## config.mk

```make
export PLATFORM = sky130hd
export DESIGN_NAME = fifo_queue_with_delete_core
export DESIGN_NICKNAME = d
export VERILOG_FILES = /design/src/design/fqd_pkg.sv /design/src/design/fifo_queue_with_delete_core.sv /design/src/design/fqd_cell.sv
export SDC_FILE = /design/constraint.sdc
export NUM_CORES = 2
export LEC_CHECK = 0
export BUFFER_PORTS_ARGS = -buffer_cell sky130_fd_sc_hd__buf_2
export CELL_PAD_IN_SITES_DETAIL_PLACEMENT = 1
export CELL_PAD_IN_SITES_GLOBAL_PLACEMENT = 2
export CORE_MARGIN = 2
export CORE_UTILIZATION = 30
export CTS_CLUSTER_DIAMETER = 30
export DETAILED_ROUTE_END_ITERATION = 12
export GPL_TIMING_DRIVEN = 0
export HOLD_SLACK_MARGIN = 0.12
export PLACE_DENSITY = 0.56
export SYNTH_ARGS = -nofsm -noshare
export SYNTH_HDL_FRONTEND = slang
export SYNTH_SLANG_ARGS = --single-unit
```

## constraint.sdc

```tcl
create_clock -name clk -period 6.81 [get_ports clk]
set_input_delay 1.362 -clock clk [delete_from_list [all_inputs] [get_ports clk]]
set_output_delay 1.362 -clock clk [all_outputs]
set_load 0.005 [all_outputs]
```

## src/design/fqd_pkg.sv

```systemverilog
package fqd_pkg;

  // Queue geometry
  localparam int DEPTH = 16;
  localparam int CNT_W = $clog2(DEPTH + 1);
  localparam int HANDLE_W = 32;
  localparam int LEN_W = 5;

  // Command codes
  localparam logic [1:0] CMD_ENQUEUE = 2'd0;
  localparam logic [1:0] CMD_DEQUEUE = 2'd1;
  localparam logic [1:0] CMD_DELETE  = 2'd2;

  // Result status codes
  localparam logic STATUS_OK      = 1'b0;
  localparam logic STATUS_REFUSED = 1'b1;

  typedef logic [HANDLE_W-1:0] handle_t;

  // Command beat
  typedef struct packed {
    logic [1:0] command;
    handle_t    item_handle;
  } in_t;

  // Response beat
  typedef struct packed {
    logic             status;
    handle_t          out_handle;
    logic [LEN_W-1:0] length;
  } out_t;

  // Broadcast controls for the cell row, already qualified by accept
  typedef struct packed {
    logic    enq;
    logic    deq;
    logic    del;
    handle_t handle;
  } cell_ctl_t;

endpackage

```

## src/design/fifo_queue_with_delete_core.sv

```systemverilog
// The response is captured in the output register at the edge that accepts its command beat.
// Throughput: one command per cycle while responses are taken; the cell row settles
//   enqueue, dequeue or delete with gap closing in its next-state logic. A response left
//   waiting holds off the next command until the cycle in which it is taken.
// Reset (synchronous, active high) clears the cell valid bits, the entry count and
//   the response valid; entry payloads are not cleared.
module fifo_queue_with_delete_core (
  input  logic          clk,
  input  logic          rst,
  input  logic          cmd_valid,
  output logic          cmd_ready,
  input  fqd_pkg::in_t  cmd,
  output logic          rsp_valid,
  input  logic          rsp_ready,
  output fqd_pkg::out_t rsp
);
  import fqd_pkg::*;

  logic                  accept;
  logic                  handle_nz;
  cell_ctl_t             ctl;
  logic [DEPTH-1:0]      cell_valid;
  logic [DEPTH-1:0]      cell_found;
  handle_t               cell_data [DEPTH];
  logic [CNT_W-1:0]      count;
  logic [CNT_W-1:0]      count_next;
  logic                  enq_ok;
  logic                  deq_ok;
  logic                  del_ok;
  out_t                  rsp_next;

  // Handshake: the response register parts the two sides
  assign cmd_ready = !rsp_valid || rsp_ready;
  assign accept    = cmd_valid && cmd_ready;
  assign handle_nz = (cmd.item_handle != '0);

  // Controls broadcast to every cell
  always_comb begin
    ctl.enq    = accept && (cmd.command == CMD_ENQUEUE) && handle_nz;
    ctl.deq    = accept && (cmd.command == CMD_DEQUEUE);
    ctl.del    = accept && (cmd.command == CMD_DELETE) && handle_nz;
    ctl.handle = cmd.item_handle;
  end

  // Row of cells, entry 0 is the oldest
  for (genvar i = 0; i < DEPTH; i++) begin : g_cell
    logic    prev_v;
    logic    f_in;
    logic    nxt_v;
    handle_t nxt_d;
    if (i == 0) begin : g_head
      assign prev_v = 1'b1;
      assign f_in   = 1'b0;
    end else begin : g_body
      assign prev_v = cell_valid[i-1];
      assign f_in   = cell_found[i-1];
    end
    if (i == DEPTH - 1) begin : g_tail
      assign nxt_v = 1'b0;
      assign nxt_d = '0;
    end else begin : g_mid
      assign nxt_v = cell_valid[i+1];
      assign nxt_d = cell_data[i+1];
    end
    fqd_cell u_cell (
      .clk        (clk),
      .rst        (rst),
      .ctl        (ctl),
      .prev_valid (prev_v),
      .found_in   (f_in),
      .next_valid (nxt_v),
      .next_data  (nxt_d),
      .valid      (cell_valid[i]),
      .data       (cell_data[i]),
      .found_out  (cell_found[i])
    );
  end

  // Outcome of the command
  assign enq_ok = ctl.enq && !cell_valid[DEPTH-1];
  assign deq_ok = ctl.deq && cell_valid[0];
  assign del_ok = ctl.del && cell_found[DEPTH-1];

  always_comb begin
    count_next = count;
    if (enq_ok) begin
      count_next = count + CNT_W'(1);
    end else if (deq_ok || del_ok) begin
      count_next = count - CNT_W'(1);
    end
  end

  // Response payload
  always_comb begin
    rsp_next.status     = (enq_ok || deq_ok || del_ok) ? STATUS_OK : STATUS_REFUSED;
    rsp_next.out_handle = deq_ok ? cell_data[0] : '0;
    rsp_next.length     = LEN_W'(count_next);
  end

  // Control registers
  always_ff @(posedge clk) begin
    if (rst) begin
      count     <= '0;
      rsp_valid <= 1'b0;
    end else begin
      if (accept) begin
        count <= count_next;
      end
      if (accept) begin
        rsp_valid <= 1'b1;
      end else if (rsp_ready) begin
        rsp_valid <= 1'b0;
      end
    end
  end

  // Response register
  always_ff @(posedge clk) begin
    if (accept) begin
      rsp <= rsp_next;
    end
  end

  // Entry count tracks the occupied cells
  a_count_matches: assert property (@(posedge clk) disable iff (rst)
    $countones(cell_valid) == 32'(count))
    else $error("entry count differs from occupied cells");

  // When the tail cell is occupied, every cell is occupied (no gap)
  a_packed: assert property (@(posedge clk) disable iff (rst)
    cell_valid[DEPTH-1] |-> (&cell_valid))
    else $error("gap in occupied cells");

  // A successful enqueue grows the queue by one
  a_enq_grows: assert property (@(posedge clk) disable iff (rst)
    enq_ok |=> (count == $past(count) + CNT_W'(1)))
    else $error("enqueue did not grow the queue");

  // A delete that succeeds reports one entry fewer
  a_del_len: assert property (@(posedge clk) disable iff (rst)
    del_ok |=> (rsp_valid && rsp.status == STATUS_OK
                && rsp.length == LEN_W'($past(count) - CNT_W'(1))))
    else $error("delete response length wrong");

endmodule

```

## src/design/fqd_cell.sv

```systemverilog
module fqd_cell (
  input  logic               clk,
  input  logic               rst,
  input  fqd_pkg::cell_ctl_t ctl,
  input  logic               prev_valid,
  input  logic               found_in,
  input  logic               next_valid,
  input  fqd_pkg::handle_t   next_data,
  output logic               valid,
  output fqd_pkg::handle_t   data,
  output logic               found_out
);
  import fqd_pkg::*;

  logic    match_here;
  logic    shift;
  logic    load;
  logic    valid_next;
  handle_t data_next;

  // Delete looks for the oldest match; the found flag ripples toward the tail
  assign match_here = ctl.del && valid && (data == ctl.handle);
  assign found_out  = found_in || match_here;

  // Dequeue shifts the whole row; delete shifts from the match onward
  assign shift = ctl.deq || (ctl.del && found_out);
  // Enqueue lands in the first empty cell
  assign load  = ctl.enq && !valid && prev_valid;

  always_comb begin
    valid_next = valid;
    data_next  = data;
    if (shift) begin
      valid_next = next_valid;
      data_next  = next_data;
    end else if (load) begin
      valid_next = 1'b1;
      data_next  = ctl.handle;
    end
  end

  // Occupancy flag
  always_ff @(posedge clk) begin
    if (rst) begin
      valid <= 1'b0;
    end else begin
      valid <= valid_next;
    end
  end

  // Entry payload, no reset needed
  always_ff @(posedge clk) begin
    data <= data_next;
  end

endmodule

```

==> impl_metrics.ini <==
[status]
status = finished with violations
violations = capacitance limit, slew limit

[timing]
period_needed_ns = 5.684
tightest_slew_ns = 1.539
drv_slew = 22
slew_headroom_pct = -2.587
finalClockSkew_ns = 0.04825
fin_crit_sh_pct = 83.46
final_hold_viol_count = 0
layout_setup_ws_ns = 1.126
setup_viol = 0
fmax_mhz = 175.9
grt_setup_unrepaired = false

[synthesis]
ys.flop_type = edfxtp_1
synth_area_leaders = edfxtp_1 48%, mux2_2 14%, xor2_1 8.3%
syn_inst = 2489
yosys_register_bits = 572
syn_avg_cell_area_um2 = 12.96
synth_edf_count = 518
synthArstFlopShare_pct = 0
ys_warn_count = 0
syn_area_mm2 = 0.03225
yosysUniqueCellTypes = 78
ys_seq_area_share_pct = 51.58
yosys.area.top_type_share_pct = 48.23
yosys.area.top_type = edfxtp_1
synthesis.nets = 2529

[layout]
fillerInstances = 11200
final_common_cell = edfxtp_1
fin_nets = 2757
mostFrequentLayoutCells = 518 x edfxtp_1, 392 x mux2_2, 304 x xor2_1
fin_area_mm2 = 0.04056
area_growth_pct = 25.76
drive_gt1_share_pct = 33.47

[cts]
postCtsSetupBuffers = 0
clock_latency_ns = 0.77
cts_sinks = 572
cts_buffers = 168
clk_path_buf_depth = 3
cts_tree = built
clk_pin_slew_ns = 0.04
cts_resized = 0
root_buffer = clkbuf_16
htreeDepth = 4
cts.hold.buffers_added = 0

[floorplanning]
die_w_um = 331.9
die_y_um = 331.9
core_area_mm2 = 0.1069
ios = 78
row_count = 120
initial_core_util_pct = 30.17
die_area_mm2 = 0.1101

[setup_path]
crit_path_end_kind = register
crit_path_max_fanout = 10
start_kind = input port
critPathKind = input port to register
crit_required_ns = 7.25
crit_chain = buf_2, buf_4, nor4_1, nand4_1, nor2_1, nor4_1, clkbuf_1, nand2_1, o211ai_1, buf_4, buf_4, buf_4
cp.arrival_ns = 6.12
cpMaxStageDelayCell = nor4_1
worst_path_most_repeated_cell = buf_4
max_stage_delay_ns = 1.07

[detailed_routing]
firstDrtPassIters = 6
drc = 0
drtIter0Drc = 2265
drtAntennaViolNets = 0
wl_per_cell_um = 37.41
drt-total-wl_mm = 159.5
vias = 23240
vias_per_cell = 5.451

[global_route]
grt_pass1_wl_mm = 212.6
grt_remaining_overflow = 0
first_global_vias = 24180
grtUsageTotal_pct = 28.50
grt_max_degree = 39
antenna_found_initial = 15

[power_and_ir_drop]
peakVddDrop_uv = 212.7
leakagePower_uw = 0.01398
power_density_mw_per_mm2 = 330.4

[place]
hpwl_mm = 115.0
placed_cell_area_mm2 = 0.03462
portBuffers = 45
dpl_worst_slack_ns = 0.3886
gp_congestion = 0.9753

[flow_run]
maxCapViolations = 2

[min_path]
hold_class = register to register
-- power by group --
part	switching, µW	total [µW]	leakage (µW)	internal, µW
combinational	811	1200	0.00593	390
sequential	89.9	4070	0.00520	3980
clock	2460	8130	0.00285	5660
total	3360	13400	0.0140	10000
-- state kept, by name, indices dropped and copies added, names as in the netlist --
signal	cells
count	5
rsp	38
g_cell.u_cell.data	512
g_cell.u_cell.valid	16
rsp_valid	1
-- cell families after synthesis --
| family | count (synthesis) | synth area share (%) |
|---|---|---|
| simple gates | 602 | 10.75 |
| flops | 572 | 51.58 |
| xor+xnor | 513 | 13.93 |
| mux | 465 | 16.58 |
| buf+inv | 212 | 4.303 |
| compound gates | 123 | 2.774 |
| fa+ha+maj | 2 | 0.07758 |
-- per-layer routing --
layer	up-vias	share of wire, %	GRT usage [%]	wire length, µm
met5	-	0.021	0	34
met4	6	3.3	9.990	5329
met3	284	7.6	7.695	12080
met2	1063	47	46.90	75490
met1	12030	42	35.95	66550
li1	9852	-	-	-
-- synth_stat cells (4+ instances only) --
library cell,instances
edfxtp_1,518
mux2_2,392
xor2_1,304
xnor2_1,209
nor4_1,152
nand2_1,132
nand4_1,103
buf_2,68
buf_6,55
dfxtp_1,54
clkbuf_1,48
a21oi_1,44
mux2_1,41
and3_1,35
nand3_1,32
mux2_4,30
nor2_1,30
nor3_1,29
o21ai_0,26
buf_4,25
nand4b_1,14
inv_1,12
or4_1,10
nand2b_1,8
nor2b_1,8
o21bai_1,8
nor3b_1,7
nor4b_1,7
and4b_1,6
a211oi_1,5
or3_1,5
o21ai_2,4
o31ai_1,4
-- through the flow --
step / hold slack, ns / util [%] / cells / setup TNS (ns) / total power, µW
after global placement: 0.4704 / 32.02 / 3937 / -333.71 / 5289
after floorplan: 0.4546 / - / 2489 / 0 / 4747
after CTS: 0.4826 / 37.93 / 4259 / 0 / 13450
final: 0.4835 / 37.94 / 4263 / 0 / 13400
after detailed placement: 0.4769 / 32.38 / 3950 / 0 / 5300
after global routing: 0.5036 / 37.93 / 4261 / 0 / 13700
-- final cells by class --
| cell class | count | area (µm²) | area share (%) |
|---|---|---|---|
| inverter | 13 | 48.80 | 0.1203 |
| clock buffer | 211 | 4569 | 11.27 |
| buffer | 199 | 1361 | 3.357 |
| multi-input combinational | 1705 | 14350 | 35.39 |
| tap | 1403 | 1755 | 4.328 |
| sequential | 572 | 16640 | 41.02 |
| timing repair buffer | 58 | 465.4 | 1.148 |
| clock inverter | 98 | 1359 | 3.350 |
| antenna | 4 | 10.01 | 0.02468 |
-- critical path, delay by kind of cell --
family | cells | cell delay [ns]
and+or+nand+nor | 5 | 1.56
AOI/OAI and AO/OA | 1 | 0.78
buffers and inverters | 6 | 2.38
-- worst paths after layout --
check | from | to | slack, ns | cells past startpoint
hold reg to reg | g_cell[15].u_cell.data[15]$_SDFFE_PP0P_ | g_cell[15].u_cell.data[15]$_SDFFE_PP0P_ | 0.48 | 2
hold / removal | g_cell[15].u_cell.data[15]$_SDFFE_PP0P_ | g_cell[15].u_cell.data[15]$_SDFFE_PP0P_ | 0.48 | 2
setup / recovery | cmd[20] | g_cell[5].u_cell.data[21]$_DFFE_PP_ | 1.13 | 12
setup reg to reg | rsp_valid$_SDFFE_PP0P_ | g_cell[5].u_cell.data[21]$_DFFE_PP_ | 1.95 | 9
No activity file was read; power rests on OpenSTA's default activity.
